File: config.mk
export PLATFORM = sky130hd
export DESIGN_NAME = fixed_point_calculator_with_trig_core_flat
export DESIGN_NICKNAME = d
export VERILOG_FILES = /design/src/sv/fpc_pkg.sv /design/src/sv/fpc_if.sv /design/src/sv/fpc_mdu.sv /design/src/sv/fixed_point_calculator_with_trig_core.sv /design/src/flat_wrapper.sv
export SDC_FILE = /design/constraint.sdc
export NUM_CORES = 2
export LEC_CHECK = 0
export BUFFER_PORTS_ARGS = -buffer_cell sky130_fd_sc_hd__buf_2
export CELL_PAD_IN_SITES_DETAIL_PLACEMENT = 0
export CELL_PAD_IN_SITES_GLOBAL_PLACEMENT = 1
export CORE_MARGIN = 2
export CORE_UTILIZATION = 35
export CTS_BUF_LIST = sky130_fd_sc_hd__clkbuf_16
export CTS_CLUSTER_DIAMETER = 150
export DETAILED_ROUTE_END_ITERATION = 10
export GPL_TIMING_DRIVEN = 1
export PLACE_DENSITY = 0.68
export SETUP_SLACK_MARGIN = 0.5
export SYNTH_ARGS = -nofsm -noshare
export SYNTH_HDL_FRONTEND = slang
export SYNTH_SLANG_ARGS = --single-unit
File: constraint.sdc
create_clock -name i_clk -period 11.2 [get_ports i_clk]
set_input_delay 1.12 -clock i_clk [delete_from_list [all_inputs] [get_ports i_clk]]
set_output_delay 1.12 -clock i_clk [all_outputs]
set_load 0.01 [all_outputs]
File: src/sv/fpc_pkg.sv
// ----------------------------------------------------------------------------
// fpc_pkg: shared types and constants of the fixed-point calculator
// Operation, trig and status codes, field widths and the link between the
// sequencer and the serial multiply/divide unit.
// ----------------------------------------------------------------------------
package fpc_pkg;

    localparam int KIND_W = 3;
    localparam int DATA_W = 32;
    localparam int EXP_W  = 8;
    localparam int TSEL_W = 2;
    localparam int ST_W   = 2;
    localparam int WIDE_W = 64;

    localparam logic [KIND_W-1:0] KIND_ADD  = 3'd0;
    localparam logic [KIND_W-1:0] KIND_SUB  = 3'd1;
    localparam logic [KIND_W-1:0] KIND_MUL  = 3'd2;
    localparam logic [KIND_W-1:0] KIND_DIV  = 3'd3;
    localparam logic [KIND_W-1:0] KIND_POW  = 3'd4;
    localparam logic [KIND_W-1:0] KIND_TRIG = 3'd5;

    localparam logic [TSEL_W-1:0] TRIG_NONE = 2'd0;
    localparam logic [TSEL_W-1:0] TRIG_SIN  = 2'd1;
    localparam logic [TSEL_W-1:0] TRIG_COS  = 2'd2;
    localparam logic [TSEL_W-1:0] TRIG_TAN  = 2'd3;

    localparam logic [ST_W-1:0] ST_OK      = 2'd0;
    localparam logic [ST_W-1:0] ST_INVALID = 2'd1;
    localparam logic [ST_W-1:0] ST_DIVZERO = 2'd2;
    localparam logic [ST_W-1:0] ST_SAT     = 2'd3;

    // internal clamp of the series and of every product: +-(2^62 - 1)
    localparam logic signed [WIDE_W-1:0] WIDE_LIM = 64'sh3FFF_FFFF_FFFF_FFFF;

    typedef struct packed {
        logic start;   // one-cycle pulse, operands valid
        logic div;     // 1: quotient, 0: scaled product
    } t_mdu_cmd;

    typedef struct packed {
        logic done;    // one-cycle pulse, result valid
        logic sat;     // product clamped to the internal limit
    } t_mdu_rsp;

endpackage

File: src/sv/fpc_if.sv
// ----------------------------------------------------------------------------
// fpc_if: request and response channels of the fixed-point calculator
// Valid/ready channels; a word moves on a clock edge with both high.
// ----------------------------------------------------------------------------
interface fpc_req_if;
    logic                                valid;
    logic                                ready;
    logic [fpc_pkg::KIND_W-1:0]          kind;
    logic signed [fpc_pkg::DATA_W-1:0]   operand_a;
    logic signed [fpc_pkg::DATA_W-1:0]   operand_b;
    logic signed [fpc_pkg::EXP_W-1:0]    exponent;
    logic [fpc_pkg::TSEL_W-1:0]          trig_select;

    modport source (output valid, kind, operand_a, operand_b, exponent, trig_select,
                    input ready);
    modport sink   (input valid, kind, operand_a, operand_b, exponent, trig_select,
                    output ready);
endinterface

interface fpc_rsp_if;
    logic                                valid;
    logic                                ready;
    logic signed [fpc_pkg::DATA_W-1:0]   result;
    logic [fpc_pkg::ST_W-1:0]            status;

    modport source (output valid, result, status, input ready);
    modport sink   (input valid, result, status, output ready);
endinterface

File: src/sv/fpc_mdu.sv
// ----------------------------------------------------------------------------
// fpc_mdu: bit-serial signed multiply / divide unit
// Shift-add product with round-to-nearest scaling, or restoring division
// truncated toward zero; one bit per cycle.
// ----------------------------------------------------------------------------
module fpc_mdu #(
    parameter int FRAC_BITS = 16
) (
    input  logic                                 i_clk,
    input  logic                                 i_rst_n,
    input  fpc_pkg::t_mdu_cmd                    i_cmd,
    input  logic signed [fpc_pkg::WIDE_W-1:0]    i_opa,
    input  logic signed [fpc_pkg::WIDE_W-1:0]    i_opb,
    output fpc_pkg::t_mdu_rsp                    o_rsp,
    output logic signed [fpc_pkg::WIDE_W-1:0]    o_res
);

    localparam int W  = fpc_pkg::WIDE_W;
    localparam int CW = $clog2(W);
    localparam logic [W:0] HALF = (W+1)'(1) << (FRAC_BITS - 1);

    typedef enum logic [2:0] {
        M_IDLE = 3'b001,
        M_RUN  = 3'b010,
        M_FIN  = 3'b100
    } t_mstate;

    t_mstate        r_state;
    logic [CW-1:0]  r_cnt;
    logic           r_div;
    logic           r_neg;
    logic [W-1:0]   r_md;
    logic [W-1:0]   r_hi;
    logic [W-1:0]   r_lo;
    logic           r_done;
    logic           r_sat;
    logic signed [W-1:0] r_res;

    logic [W:0]     w_madd;
    logic [W:0]     w_trial;
    logic           w_ge;
    logic [W:0]     w_rnd;
    logic           w_ovf;
    logic [W-1:0]   w_mag;

    // one step of each algorithm
    assign w_madd  = {1'b0, r_hi} + (r_lo[0] ? {1'b0, r_md} : '0);
    assign w_trial = {r_hi, r_lo[W-1]} - {1'b0, r_md};
    assign w_ge    = ~w_trial[W];

    // round the product, then scale; any carry past 64 bits clamps
    assign w_rnd = {1'b0, r_lo} + HALF;
    assign w_ovf = (|r_hi) | w_rnd[W];
    always_comb begin
        if (r_div) begin
            w_mag = r_lo;
        end else if (w_ovf) begin
            w_mag = W'(fpc_pkg::WIDE_LIM);
        end else begin
            w_mag = W'(w_rnd[W-1:FRAC_BITS]);
        end
    end

    always_ff @(posedge i_clk) begin
        if (!i_rst_n) begin
            r_state <= M_IDLE;
            r_done  <= 1'b0;
        end else begin
            r_done <= 1'b0;
            case (r_state)
                M_IDLE: begin
                    if (i_cmd.start) begin
                        r_state <= M_RUN;
                    end
                end
                M_RUN: begin
                    if (r_cnt == '0) begin
                        r_state <= M_FIN;
                    end
                end
                M_FIN: begin
                    r_done  <= 1'b1;
                    r_state <= M_IDLE;
                end
                default: r_state <= M_IDLE;
            endcase
        end
    end

    always_ff @(posedge i_clk) begin
        case (r_state)
            M_IDLE: begin
                r_div <= i_cmd.div;
                r_neg <= i_opa[W-1] ^ i_opb[W-1];
                r_md  <= i_opb[W-1] ? W'(-i_opb) : W'(i_opb);
                r_lo  <= i_opa[W-1] ? W'(-i_opa) : W'(i_opa);
                r_hi  <= '0;
                r_cnt <= CW'(W - 1);
            end
            M_RUN: begin
                r_cnt <= r_cnt - 1'b1;
                if (r_div) begin
                    r_hi <= w_ge ? w_trial[W-1:0] : {r_hi[W-2:0], r_lo[W-1]};
                    r_lo <= {r_lo[W-2:0], w_ge};
                end else begin
                    r_hi <= w_madd[W:1];
                    r_lo <= {w_madd[0], r_lo[W-1:1]};
                end
            end
            M_FIN: begin
                r_res <= r_neg ? -$signed(w_mag) : $signed(w_mag);
                r_sat <= ~r_div & w_ovf;
            end
            default: r_cnt <= '0;
        endcase
    end

    assign o_rsp.done = r_done;
    assign o_rsp.sat  = r_sat;
    assign o_res      = r_res;

endmodule

File: src/sv/fixed_point_calculator_with_trig_core.sv
// ----------------------------------------------------------------------------
// fixed_point_calculator_with_trig_core: Q-format calculator with trig
// Add, subtract, multiply, divide, integer power and Taylor-series
// sine / cosine / tangent on signed fixed-point words.
// ----------------------------------------------------------------------------
// One request word in, one response word out, one request at a time. All
// multiplies and divides run on a single bit-serial unit that retires one
// bit per cycle. Add and subtract do not use the unit; multiply and a
// nonzero divide use it once; power runs one multiply per unit of exponent
// (up to 127); sine or cosine take one squaring plus a multiply and a
// divide for each of the TAYLOR_TERMS-1 series steps; tangent runs both
// series on the same squaring and a final divide. A finished response
// waits in the output register until it is taken; the next request is
// accepted once the core is back in idle.
// ----------------------------------------------------------------------------
module fixed_point_calculator_with_trig_core #(
    parameter int TAYLOR_TERMS = 16,
    parameter int FRAC_BITS    = 16
) (
    input  logic     i_clk,
    input  logic     i_rst_n,
    fpc_req_if.sink  i_req,
    fpc_rsp_if.source o_rsp
);

    localparam int W  = fpc_pkg::WIDE_W;
    localparam int DW = fpc_pkg::DATA_W;
    localparam int KW = $clog2(TAYLOR_TERMS);
    localparam int DDW = 2 * KW + 2;
    localparam logic signed [W-1:0] ONE = 64'sd1 <<< FRAC_BITS;
    localparam logic [KW-1:0] K_LAST = KW'(TAYLOR_TERMS - 1);

    typedef enum logic [8:0] {
        S_IDLE = 9'b000000001,
        S_DISP = 9'b000000010,
        S_SQ   = 9'b000000100,
        S_TMUL = 9'b000001000,
        S_TDIV = 9'b000010000,
        S_PMUL = 9'b000100000,
        S_FMUL = 9'b001000000,
        S_FDIV = 9'b010000000,
        S_DONE = 9'b100000000
    } t_state;

    // does v overflow a signed data word
    function automatic logic f_ovf32(input logic signed [W-1:0] v);
        return !((&v[W-1:DW-1]) || !(|v[W-1:DW-1]));
    endfunction

    function automatic logic signed [DW-1:0] f_clamp32(input logic signed [W-1:0] v);
        logic signed [DW-1:0] c;
        if (f_ovf32(v)) begin
            c = v[W-1] ? {1'b1, {(DW-1){1'b0}}} : {1'b0, {(DW-1){1'b1}}};
        end else begin
            c = v[DW-1:0];
        end
        return c;
    endfunction

    t_state n_state;
    t_state r_state;

    // request fields
    logic [fpc_pkg::KIND_W-1:0]        r_kind, n_kind;
    logic signed [DW-1:0]              r_a, n_a;
    logic signed [DW-1:0]              r_b, n_b;
    logic signed [fpc_pkg::EXP_W-1:0]  r_e, n_e;
    logic [fpc_pkg::TSEL_W-1:0]        r_tsel, n_tsel;

    // working state
    logic                   r_cos, n_cos;
    logic                   r_sat, n_sat;
    logic [fpc_pkg::ST_W-1:0] r_st, n_st;
    logic signed [DW-1:0]   r_res, n_res;
    logic signed [DW-1:0]   r_sval, n_sval;
    logic signed [W-1:0]    r_x2, n_x2;
    logic signed [W-1:0]    r_sum, n_sum;
    logic [KW-1:0]          r_k, n_k;
    logic [fpc_pkg::EXP_W-2:0] r_pcnt, n_pcnt;

    // serial unit hand-off
    logic signed [W-1:0]    r_opa, n_opa;
    logic signed [W-1:0]    r_opb, n_opb;
    logic                   r_div, n_div;
    logic                   r_start, n_start;

    // output register
    logic                   r_ov, n_ov;
    logic signed [DW-1:0]   r_ores, n_ores;
    logic [fpc_pkg::ST_W-1:0] r_ost, n_ost;

    fpc_pkg::t_mdu_cmd      w_cmd;
    fpc_pkg::t_mdu_rsp      w_mrsp;
    logic signed [W-1:0]    w_mres;

    logic signed [W-1:0]    w_a64, w_b64;
    logic signed [DW:0]     w_addsub;
    logic signed [W-1:0]    w_nterm;
    logic [KW:0]            w_tk, w_odd;
    logic [DDW-1:0]         w_d;
    logic signed [W:0]      w_sum65;
    logic signed [W-1:0]    w_wsum;
    logic                   w_wsat;
    logic signed [DW-1:0]   w_v32;
    logic                   w_accept;

    assign w_accept = i_req.valid && i_req.ready;
    assign w_a64    = W'(r_a);
    assign w_b64    = W'(r_b);
    assign w_addsub = (r_kind == fpc_pkg::KIND_SUB) ? ((DW+1)'(r_a) - (DW+1)'(r_b))
                                                    : ((DW+1)'(r_a) + (DW+1)'(r_b));
    assign w_nterm  = -w_mres;

    // series divisor: (2k)(2k+1) for sine, (2k-1)(2k) for cosine
    assign w_tk  = {r_k, 1'b0};
    assign w_odd = r_cos ? (w_tk - (KW+1)'(1)) : (w_tk + (KW+1)'(1));
    assign w_d   = DDW'(w_tk) * DDW'(w_odd);

    // running sum, clamped to the internal limit
    assign w_sum65 = (W+1)'(r_sum) + (W+1)'(w_mres);
    always_comb begin
        w_wsat = 1'b0;
        w_wsum = w_sum65[W-1:0];
        if (w_sum65 > (W+1)'(fpc_pkg::WIDE_LIM)) begin
            w_wsat = 1'b1;
            w_wsum = fpc_pkg::WIDE_LIM;
        end else if (w_sum65 < -((W+1)'(fpc_pkg::WIDE_LIM))) begin
            w_wsat = 1'b1;
            w_wsum = -fpc_pkg::WIDE_LIM;
        end
    end
    assign w_v32 = f_clamp32(w_wsum);

    assign w_cmd.start = r_start;
    assign w_cmd.div   = r_div;

    fpc_mdu #(
        .FRAC_BITS (FRAC_BITS)
    ) u_mdu (
        .i_clk   (i_clk),
        .i_rst_n (i_rst_n),
        .i_cmd   (w_cmd),
        .i_opa   (r_opa),
        .i_opb   (r_opb),
        .o_rsp   (w_mrsp),
        .o_res   (w_mres)
    );

    always_comb begin
        n_state = r_state;
        n_kind  = r_kind;
        n_a     = r_a;
        n_b     = r_b;
        n_e     = r_e;
        n_tsel  = r_tsel;
        n_cos   = r_cos;
        n_sat   = r_sat;
        n_st    = r_st;
        n_res   = r_res;
        n_sval  = r_sval;
        n_x2    = r_x2;
        n_sum   = r_sum;
        n_k     = r_k;
        n_pcnt  = r_pcnt;
        n_opa   = r_opa;
        n_opb   = r_opb;
        n_div   = r_div;
        n_start = 1'b0;
        n_ores  = r_ores;
        n_ost   = r_ost;
        // drop the response word once taken
        n_ov    = r_ov && !o_rsp.ready;

        case (r_state)
            S_IDLE: begin
                if (w_accept) begin
                    n_kind  = i_req.kind;
                    n_a     = i_req.operand_a;
                    n_b     = i_req.operand_b;
                    n_e     = i_req.exponent;
                    n_tsel  = i_req.trig_select;
                    n_sat   = 1'b0;
                    n_st    = fpc_pkg::ST_OK;
                    n_res   = '0;
                    n_state = S_DISP;
                end
            end
            S_DISP: begin
                case (r_kind)
                    fpc_pkg::KIND_ADD, fpc_pkg::KIND_SUB: begin
                        n_res   = f_clamp32(W'(w_addsub));
                        n_sat   = f_ovf32(W'(w_addsub));
                        n_state = S_DONE;
                    end
                    fpc_pkg::KIND_MUL: begin
                        n_opa   = w_a64;
                        n_opb   = w_b64;
                        n_div   = 1'b0;
                        n_start = 1'b1;
                        n_state = S_FMUL;
                    end
                    fpc_pkg::KIND_DIV: begin
                        if (r_b == '0) begin
                            n_st    = fpc_pkg::ST_DIVZERO;
                            n_state = S_DONE;
                        end else begin
                            n_opa   = w_a64 <<< FRAC_BITS;
                            n_opb   = w_b64;
                            n_div   = 1'b1;
                            n_start = 1'b1;
                            n_state = S_FDIV;
                        end
                    end
                    fpc_pkg::KIND_POW: begin
                        n_res = ONE[DW-1:0];
                        if (r_e[fpc_pkg::EXP_W-1] || r_e == '0) begin
                            n_state = S_DONE;
                        end else begin
                            n_pcnt  = r_e[fpc_pkg::EXP_W-2:0];
                            n_opa   = ONE;
                            n_opb   = w_a64;
                            n_div   = 1'b0;
                            n_start = 1'b1;
                            n_state = S_PMUL;
                        end
                    end
                    fpc_pkg::KIND_TRIG: begin
                        if (r_tsel == fpc_pkg::TRIG_NONE) begin
                            n_st    = fpc_pkg::ST_INVALID;
                            n_state = S_DONE;
                        end else begin
                            // tangent runs the sine pass first
                            n_cos   = (r_tsel == fpc_pkg::TRIG_COS);
                            n_opa   = w_a64;
                            n_opb   = w_a64;
                            n_div   = 1'b0;
                            n_start = 1'b1;
                            n_state = S_SQ;
                        end
                    end
                    default: begin
                        n_st    = fpc_pkg::ST_INVALID;
                        n_state = S_DONE;
                    end
                endcase
            end
            S_SQ: begin
                if (w_mrsp.done) begin
                    n_x2    = w_mres;
                    n_sat   = r_sat | w_mrsp.sat;
                    n_sum   = r_cos ? ONE : w_a64;
                    n_k     = KW'(1);
                    n_opa   = r_cos ? ONE : w_a64;
                    n_opb   = w_mres;
                    n_div   = 1'b0;
                    n_start = 1'b1;
                    n_state = S_TMUL;
                end
            end
            S_TMUL: begin
                if (w_mrsp.done) begin
                    // negate the product, then divide by the factorial step
                    n_sat   = r_sat | w_mrsp.sat;
                    n_opa   = w_nterm;
                    n_opb   = W'(w_d);
                    n_div   = 1'b1;
                    n_start = 1'b1;
                    n_state = S_TDIV;
                end
            end
            S_TDIV: begin
                if (w_mrsp.done) begin
                    n_sum  = w_wsum;
                    n_sat  = r_sat | w_wsat;
                    if (r_k == K_LAST) begin
                        n_sat = r_sat | w_wsat | f_ovf32(w_wsum);
                        if (r_tsel != fpc_pkg::TRIG_TAN) begin
                            n_res   = w_v32;
                            n_state = S_DONE;
                        end else if (!r_cos) begin
                            // hold the sine, start the cosine pass on the same square
                            n_sval  = w_v32;
                            n_cos   = 1'b1;
                            n_sum   = ONE;
                            n_k     = KW'(1);
                            n_opa   = ONE;
                            n_opb   = r_x2;
                            n_div   = 1'b0;
                            n_start = 1'b1;
                            n_state = S_TMUL;
                        end else if (w_v32 == '0) begin
                            n_st    = fpc_pkg::ST_DIVZERO;
                            n_res   = '0;
                            n_state = S_DONE;
                        end else begin
                            n_opa   = W'(r_sval) <<< FRAC_BITS;
                            n_opb   = W'(w_v32);
                            n_div   = 1'b1;
                            n_start = 1'b1;
                            n_state = S_FDIV;
                        end
                    end else begin
                        n_k     = r_k + 1'b1;
                        n_opa   = w_mres;
                        n_opb   = r_x2;
                        n_div   = 1'b0;
                        n_start = 1'b1;
                        n_state = S_TMUL;
                    end
                end
            end
            S_PMUL: begin
                if (w_mrsp.done) begin
                    // the clamped value feeds the next multiply
                    n_res  = f_clamp32(w_mres);
                    n_sat  = r_sat | w_mrsp.sat | f_ovf32(w_mres);
                    n_pcnt = r_pcnt - 1'b1;
                    if (r_pcnt == (fpc_pkg::EXP_W-1)'(1)) begin
                        n_state = S_DONE;
                    end else begin
                        n_opa   = W'(f_clamp32(w_mres));
                        n_opb   = w_a64;
                        n_div   = 1'b0;
                        n_start = 1'b1;
                    end
                end
            end
            S_FMUL, S_FDIV: begin
                if (w_mrsp.done) begin
                    n_res   = f_clamp32(w_mres);
                    n_sat   = r_sat | w_mrsp.sat | f_ovf32(w_mres);
                    n_state = S_DONE;
                end
            end
            S_DONE: begin
                // advance into the output register when it is free
                if (!r_ov || o_rsp.ready) begin
                    n_ov    = 1'b1;
                    n_ores  = (r_st == fpc_pkg::ST_INVALID || r_st == fpc_pkg::ST_DIVZERO)
                              ? '0 : r_res;
                    n_ost   = (r_st == fpc_pkg::ST_OK && r_sat) ? fpc_pkg::ST_SAT : r_st;
                    n_state = S_IDLE;
                end
            end
            default: n_state = S_IDLE;
        endcase
    end

    always_ff @(posedge i_clk) begin
        if (!i_rst_n) begin
            r_state <= S_IDLE;
            r_start <= 1'b0;
            r_ov    <= 1'b0;
        end else begin
            r_state <= n_state;
            r_start <= n_start;
            r_ov    <= n_ov;
        end
    end

    always_ff @(posedge i_clk) begin
        r_kind <= n_kind;
        r_a    <= n_a;
        r_b    <= n_b;
        r_e    <= n_e;
        r_tsel <= n_tsel;
        r_cos  <= n_cos;
        r_sat  <= n_sat;
        r_st   <= n_st;
        r_res  <= n_res;
        r_sval <= n_sval;
        r_x2   <= n_x2;
        r_sum  <= n_sum;
        r_k    <= n_k;
        r_pcnt <= n_pcnt;
        r_opa  <= n_opa;
        r_opb  <= n_opb;
        r_div  <= n_div;
        r_ores <= n_ores;
        r_ost  <= n_ost;
    end

    assign i_req.ready  = (r_state == S_IDLE);
    assign o_rsp.valid  = r_ov;
    assign o_rsp.result = r_ores;
    assign o_rsp.status = r_ost;

    // the serial unit only answers while the sequencer waits for it
    a_mdu_done_waited: assert property (@(posedge i_clk) disable iff (!i_rst_n)
        w_mrsp.done |-> (r_state == S_SQ || r_state == S_TMUL || r_state == S_TDIV ||
                         r_state == S_PMUL || r_state == S_FMUL || r_state == S_FDIV))
        else $error("serial unit finished with no operation pending");

    a_err_zero: assert property (@(posedge i_clk) disable iff (!i_rst_n)
        (o_rsp.valid && (o_rsp.status == fpc_pkg::ST_INVALID ||
                         o_rsp.status == fpc_pkg::ST_DIVZERO)) |-> (o_rsp.result == '0))
        else $error("error response carries a nonzero result");

    a_accept_disp: assert property (@(posedge i_clk) disable iff (!i_rst_n)
        w_accept |=> (r_state == S_DISP))
        else $error("accepted word not dispatched");

    a_pow_count: assert property (@(posedge i_clk) disable iff (!i_rst_n)
        (r_state == S_PMUL) |-> (r_pcnt != '0))
        else $error("power loop running with zero count");

    a_series_index: assert property (@(posedge i_clk) disable iff (!i_rst_n)
        (r_state == S_TDIV) |-> (r_k != '0))
        else $error("series step index at zero");

endmodule

File: src/flat_wrapper.sv
// flat-port wrapper written by rule: the top's interface ports become plain ports
module fixed_point_calculator_with_trig_core_flat 
#(
    parameter int TAYLOR_TERMS = 16,
    parameter int FRAC_BITS    = 16
)
  (i_clk, i_rst_n, i_req_valid, i_req_kind, i_req_operand_a, i_req_operand_b, i_req_exponent, i_req_trig_select, i_req_ready, o_rsp_valid, o_rsp_result, o_rsp_status, o_rsp_ready);
  fpc_req_if i_req_i ();
  fpc_rsp_if o_rsp_i ();
  input  logic i_clk;
  input  logic i_rst_n;
  input wire logic [$bits(i_req_i.valid)-1:0] i_req_valid;
  input wire logic [$bits(i_req_i.kind)-1:0] i_req_kind;
  input wire logic [$bits(i_req_i.operand_a)-1:0] i_req_operand_a;
  input wire logic [$bits(i_req_i.operand_b)-1:0] i_req_operand_b;
  input wire logic [$bits(i_req_i.exponent)-1:0] i_req_exponent;
  input wire logic [$bits(i_req_i.trig_select)-1:0] i_req_trig_select;
  output wire logic [$bits(i_req_i.ready)-1:0] i_req_ready;
  output wire logic [$bits(o_rsp_i.valid)-1:0] o_rsp_valid;
  output wire logic [$bits(o_rsp_i.result)-1:0] o_rsp_result;
  output wire logic [$bits(o_rsp_i.status)-1:0] o_rsp_status;
  input wire logic [$bits(o_rsp_i.ready)-1:0] o_rsp_ready;
  assign i_req_i.valid = i_req_valid;
  assign i_req_i.kind = i_req_kind;
  assign i_req_i.operand_a = i_req_operand_a;
  assign i_req_i.operand_b = i_req_operand_b;
  assign i_req_i.exponent = i_req_exponent;
  assign i_req_i.trig_select = i_req_trig_select;
  assign i_req_ready = i_req_i.ready;
  assign o_rsp_valid = o_rsp_i.valid;
  assign o_rsp_result = o_rsp_i.result;
  assign o_rsp_status = o_rsp_i.status;
  assign o_rsp_i.ready = o_rsp_ready;
  fixed_point_calculator_with_trig_core #(.TAYLOR_TERMS(TAYLOR_TERMS), .FRAC_BITS(FRAC_BITS)) u_core (.i_clk(i_clk), .i_rst_n(i_rst_n), .i_req(i_req_i), .o_rsp(o_rsp_i));
endmodule
* Yosys cells after proc, flatten, opt, wreduce, memory -nomap -nowiden
Cells that the tools add are included.
** Word-level totals
- Output and inout bits :: 36
- Register bits after elaboration :: 727
- Logic and storage cells :: 327
- Bits of input ports :: 81
** Cells by class
- Add/subtract/negate cells :: 15
- Order comparisons :: 2
- Reductions and logical operators :: 58
- Multiply operators :: 1
- Equality and inequality tests :: 58
- Bitwise operators :: 11
- Multiplexer cells :: 149
** Operators with widths (count)
- two-way mux 64 bit :: 37
- case mux 64 bit (5 select lines) :: 2
- case mux 64 bit (4 select lines) :: 2
- two-way mux 32 bit :: 13
- case mux 64 bit (2 select lines) :: 3
- negation 64 bit :: 4
- two-way mux 9 bit :: 15
- case mux 32 bit (4 select lines) :: 1
- case mux 9 bit (8 select lines) :: 1
- AND reduction 33 bit :: 2
- OR reduction 33 bit :: 2
- adder 64 x 16 -> 65 bit, second input constant :: 1
- adder 64 x 64 -> 65 bit :: 1
- adder 64 x 65 -> 65 bit :: 1
- > comparator 65 x 63 -> 1 bit, second input constant :: 1
- less-than comparator 65 x 63 -> 1 bit, second input constant :: 1
- subtractor 65 x 64 -> 65 bit :: 1
- zero test 32 bit :: 2
- case mux 32 bit (2 select lines) :: 1
- OR reduction 64 bit :: 1
- two-way mux 63 bit :: 1
- two-way mux 62 bit :: 1
- two-way mux 1 bit :: 39
- case mux 9 bit (4 select lines) :: 1
- other kinds (71) :: 160

* Depth between registers and ports, before layout
- Word-level depth :: 15
- Depth in mapped cells :: 24
- Gate-level depth less buffers :: 23

* By module
From an unflattened synthesis, not the netlist that was laid out.
** Unflattened totals
- Cell total of the unflattened synthesis :: 6044
- Area, all modules :: 54623.6 um^2
** Modules (own cells, without submodules)
- fixed_point_calculator_with_trig_core :: sequential area each 13643.1 um^2, cells an instance 2939, area each 28593.7 um^2, times used 1
- fpc_mdu :: sequential area each 8037.7 um^2, cells an instance 3105, area each 26030.0 um^2, times used 1

* Worst setup path before layout
OpenSTA, ideal clock, no wires.
- Path kind :: reg2reg
- From :: register u_core.u_mdu.r_res[13], in the netlist u_core.u_mdu.o_res[13]
- To :: register u_core.r_div (enable)
- Period minus slack after synthesis :: 10436 ps
- Buffers on the path :: 1
- Cell stages (with the launch flop) :: 16
- Data required time :: 10541 ps
- Arrival :: 9777 ps
- Library setup time :: 659 ps
- Setup slack :: 764 ps
- Cells stage by stage :: edfxtp_1 > ha_1 > clkbuf_1 > a21o_1 > a32oi_1 > nand3_1 > or3_1 > o2111ai_1 > nand3_1 > a311oi_1 > o21ai_1 > nand2b_1 > nor4_4 > o21bai_1 > nor2b_1 > a21oi_1
** Between the ends
- Longest elaborated chain between the ends :: 11
- Elaborated cells between the ends (all ways) :: 14
- Classes of those cells :: 1 x add/sub; 2 x order compare; 1 x eq/ne; 4 x mux; 6 x reduce/logical
** Ends and longest elaborated chain
- start: declaration :: RTL line fpc_mdu.sv:37 : logic signed [W-1:0] r_res;
- start signal: assignment :: RTL line fpc_mdu.sv:111 : r_res <= r_neg ? -$signed(w_mag) : $signed(w_mag);
- adder 64 x 64 -> 65 bit (*) :: RTL line fixed_point_calculator_with_trig_core.sv:120 : assign w_sum65 = (W+1)'(r_sum) + (W+1)'(w_mres);
- less-than comparator 65 x 63 -> 1 bit :: RTL line fixed_point_calculator_with_trig_core.sv:127 : end else if (w_sum65 < -((W+1)'(fpc_pkg::WIDE_LIM))) begin
- two-way mux 64 bit :: RTL line fixed_point_calculator_with_trig_core.sv:127
- two-way mux 64 bit (*) :: RTL line fixed_point_calculator_with_trig_core.sv:124 : if (w_sum65 > (W+1)'(fpc_pkg::WIDE_LIM)) begin
- OR reduction 33 bit :: RTL line fixed_point_calculator_with_trig_core.sv:47 : return !((&v[W-1:DW-1]) || !(|v[W-1:DW-1]));
- zero test 1 bit :: RTL line fixed_point_calculator_with_trig_core.sv:47
- logical OR 1 bit :: RTL line fixed_point_calculator_with_trig_core.sv:47
- two-way mux 32 bit (*) :: RTL line fixed_point_calculator_with_trig_core.sv:52 : if (f_ovf32(v)) begin
- zero test 32 bit (*) :: RTL line fixed_point_calculator_with_trig_core.sv:291 : end else if (w_v32 == '0) begin
- != test 4 bit (no source line) (*)
- AND reduction 12 bit (no source line) (*)
- end signal: assignment :: RTL line fixed_point_calculator_with_trig_core.sv:378 : r_div <= n_div;
- end: declaration :: RTL line fixed_point_calculator_with_trig_core.sv:84 : logic r_div, n_div;
Mark *: on every way between the ends. The rest lies on a longest branch, timed or not.
A chain may end at the register's enable or synchronous reset.

* Final worst setup path
- From :: register u_core.u_mdu.r_res[39], in the netlist u_core.u_mdu.o_res[39]
- To :: register u_core.r_opa[60] (enable)
** Between the ends
- Longest elaborated chain between the ends :: 11
- Elaborated cells between the ends (all ways) :: 14
- Classes of those cells :: 1 x add/sub; 2 x order compare; 1 x eq/ne; 4 x mux; 6 x reduce/logical
** Ends and longest elaborated chain
- adder 64 x 64 -> 65 bit (*) :: RTL line fixed_point_calculator_with_trig_core.sv:120
- less-than comparator 65 x 63 -> 1 bit :: RTL line fixed_point_calculator_with_trig_core.sv:127
- two-way mux 64 bit :: RTL line fixed_point_calculator_with_trig_core.sv:127
- two-way mux 64 bit (*) :: RTL line fixed_point_calculator_with_trig_core.sv:124
- OR reduction 33 bit :: RTL line fixed_point_calculator_with_trig_core.sv:47
- zero test 1 bit :: RTL line fixed_point_calculator_with_trig_core.sv:47
- logical OR 1 bit :: RTL line fixed_point_calculator_with_trig_core.sv:47
- two-way mux 32 bit (*) :: RTL line fixed_point_calculator_with_trig_core.sv:52
- zero test 32 bit (*) :: RTL line fixed_point_calculator_with_trig_core.sv:291
- != test 4 bit (no source line) (*)
- AND reduction 12 bit (no source line) (*)
- end signal: assignment :: RTL line fixed_point_calculator_with_trig_core.sv:376 : r_opa <= n_opa;
- end: declaration :: RTL line fixed_point_calculator_with_trig_core.sv:82 : logic signed [W-1:0] r_opa, n_opa;
Marks and branches as above.

==> results.toml <==
[die]
rows = 143
dieHeight_um = 394
die_area_um2 = 156000
start_util_pct = 35.2
pin_count = 117
coreArea_um2 = 152000
fp.dieW_um = 394

[timing]
fin_crit_sh_pct = 76.2
max_freq_mhz = 117
max_slew_margin_pct = 11.2
fin_setup_tns_ns = 0
tightest_slew_ns = 1.32
period_needed_ns = 8.54
clock_skew_ns = 0.0353
hold_viol = 0
setup_viol = 0
report.final.slew_viol_count = 0
rsz0062_at_grt = "no"

[worst_hold_path]
worst_hold_path_type = "reg2reg"

[final_layout]
drive_above_1_share_pct = 7.36
area_growth_pct = 10.7
stdcell_count = 7950
final_util_pct = 38.9
nNetsFinal = 6184

[power]
power_density_nw_per_um2 = 141
p_leak_uw = 0.0218
power.total_uw = 8330
vdd_drop_max_mv = 0.124

[route]
dr_total_vias = 48000
first_iter_violations = 5766
routed.top_layer = "met5"
m1WireLength_mm = 92.5
drc = 0
wl_met2_mm = 92.8
wl_met3_mm = 18.7
drt-total-wl_mm = 213
ant_nets = 0
viasPerCell = 6.03
wire_per_inst_um = 26.8
first_pass_iters = 8

[job]
drv_cap = 0

[clock_network]
clk_pin_slew_worst_paths_ns = 0.06
postCtsResizedCells = 0
clock_path_buffers = 3
h-tree-depth = 3
numCtsBuffers = 89
postCtsSetupBuffers = 0
cts-hold-fix-buffers = 0
root_buffer = "clkbuf_16"
cts_tree = "built"
numClockSinks = 727
insertion_delay_ns = 0.72

[synth]
synth_area_leader_cell = "edfxtp_1"
synth_seq_cells = 727
syn_area_per_cell_um2 = 9.08
synth_top_area_share_pct = 40.1
synthDistinctLibCells = 92
ys_warn_count = 0
syn-instance-count = 5875
seq_area_frac_synth_pct = 40.7
synth_area_um2 = 53300
synth_fp_nets = 6217
synth_area_leaders = "edfxtp_1 (40%), ha_1 (5.9%), o21ai_0 (5.7%), xnor2_1 (5.3%), a21oi_1 (4.7%)"
synth-async-reset-ratio_pct = 0
synth_edf_count = 712
synth_ff_type = "edfxtp_1"

[setup_path]
crit_fanout = 67
crit_path_start_kind = "register"
crit_required_ns = 11.55
cp_data_arrival_time_ns = 8.89
path_class = "reg2reg"
crit_path_end_kind = "register"
slowest_delay_ns = 1.28
crit_top_cell = "buf_4"
cp_slowest_cell = "o21ai_1"
worstPathCellList = "ha_1, nand4_1, a2111oi_0, o21ai_0, a31o_2, a41oi_1, nand2_1, o21ai_1, nand2b_1, nor4_4, o21bai_1, nor2b_1, a21oi_4, buf_4, buf_4"

[placed_design]
post-place-cells = 7781
gp_congestion = 0.989
port_buffers = 116
hpwl_mm = 161

[global_routing]
grt_first_pass_wirelength_mm = 310
grt_overflow = 0
gr-usage-all-layers_pct = 26.5
grt_max_degree = 125
grt_antenna_before_repair = 18
grt_pass1_vias = 44800

[outcome]
status = "finished, final reports clean"
[cells in the mapped netlist, types with 63 or more instances]
library cell and instances:
ha_1 251, nand4_1 83, nor2_1 458, o31ai_1 63
nand2b_1 86, clkbuf_1 297, a21o_1 120, o211ai_1 68
nand2_1 497, o21ai_0 603, mux2i_1 86, xor2_1 139
and2_1 99, nor3_1 127, or3_1 79, nand3_1 137
xnor2_1 321, o21a_1 67, a21oi_1 506, inv_1 196
edfxtp_1 712
[kinds of logic (layout without fill, tap and decap cells)]
kind of cell	Yosys count	after routing	share of synthesized area, %
flops	727	727	40.7
other cells	0	6	0
fa+ha+maj	261	261	6.26
compound gates	1917	1917	22.4
mux	92	92	1.74
simple gates	1899	1899	17.7
xor+xnor	460	460	7.55
buf+inv	519	558	3.69
[cell usage in the layout (no fill, tap or decap), types with 61 or more instances in the layout]
cell type / instances
o21ai_0: 600
nand2b_1: 86
o21a_1: 66
nand3_1: 137
a21oi_1: 504
ha_1: 251
inv_1: 210
o31ai_1: 63
clkbuf_16: 93
nand2_1: 495
edfxtp_1: 712
buf_2: 116
or3_1: 79
nand4_1: 83
and2_1: 96
xnor2_1: 321
nor4_1: 61
nor3_1: 126
o211ai_1: 68
mux2i_1: 86
nor2_1: 449
nor2b_1: 62
xor2_1: 138
buf_4: 82
a21o_1: 120
[worst max-delay path, delay by kind of cell, from the launching register on]
kind	cells	cell delay (ns)
buffers and inverters	2	0.92
flip-flops	1	0.56
adder cells (fa/ha/maj)	1	0.61
AO/OA/AOI/OAI	7	3.63
AND/OR/NAND/NOR	5	2.38
[where the power goes]
part	internal, µW	switching, µW
Combinational	622	1160
Sequential	3270	281
Clock	1740	1260
Total	5630	2700
[per-layer routing]
layer	up-vias	track usage, %
met2	2273	40.4
met4	6	10.3
met3	441	4.88
li1	21900	-
met1	23300	37.1
met5	-	0
[cell type report]
type,count,area [µm²]
Multi-Input combinational cell,4629,29900
Sequential cell,727,21700
Timing Repair Buffer,199,1220
Antenna cell,6,15.0
Clock buffer,93,2330
Tap cell,2030,2540
Fill cell,15300,92500
Inverter,196,736
Clock inverter,70,649
[state kept, by name, summed over array words and instances (netlist names), 64 cells and up]
name,flops
u_core.r_sum,64
u_core.r_opb,64
u_core.u_mdu.r_hi,64
u_core.u_mdu.r_lo,64
u_core.r_x2,64
u_core.u_mdu.o_res,64
u_core.u_mdu.r_md,64
u_core.r_opa,64
[through the flow]
stage	hold WS [ns]	setup slack (ns)	instance area, µm²
2_1_floorplan	0.400	0.764	53300
3_3_place_gp	0.448	2.78	56000
3_5_place_dp	0.434	2.83	56000
4_1_cts	0.440	2.81	59000
5_1_grt	0.453	2.36	59000
6_report	0.450	2.66	59000
[path summary, 6_finish.rpt]
| check | start | end | slack [ns] | cells after the start |
|---|---|---|---|---|
| worst max-delay path | u_core.u_mdu.o_res[39] | u_core.r_opa[60] | 2.66 | 15 |
| worst max register to register | u_core.u_mdu.o_res[39] | u_core.r_opa[60] | 2.66 | 15 |
| worst min-delay path | u_core.r_div | u_core.u_mdu.r_div | 0.45 | 0 |
| worst min register to register | u_core.r_div | u_core.u_mdu.r_div | 0.45 | 0 |
(Power assumes the default switching activity.)
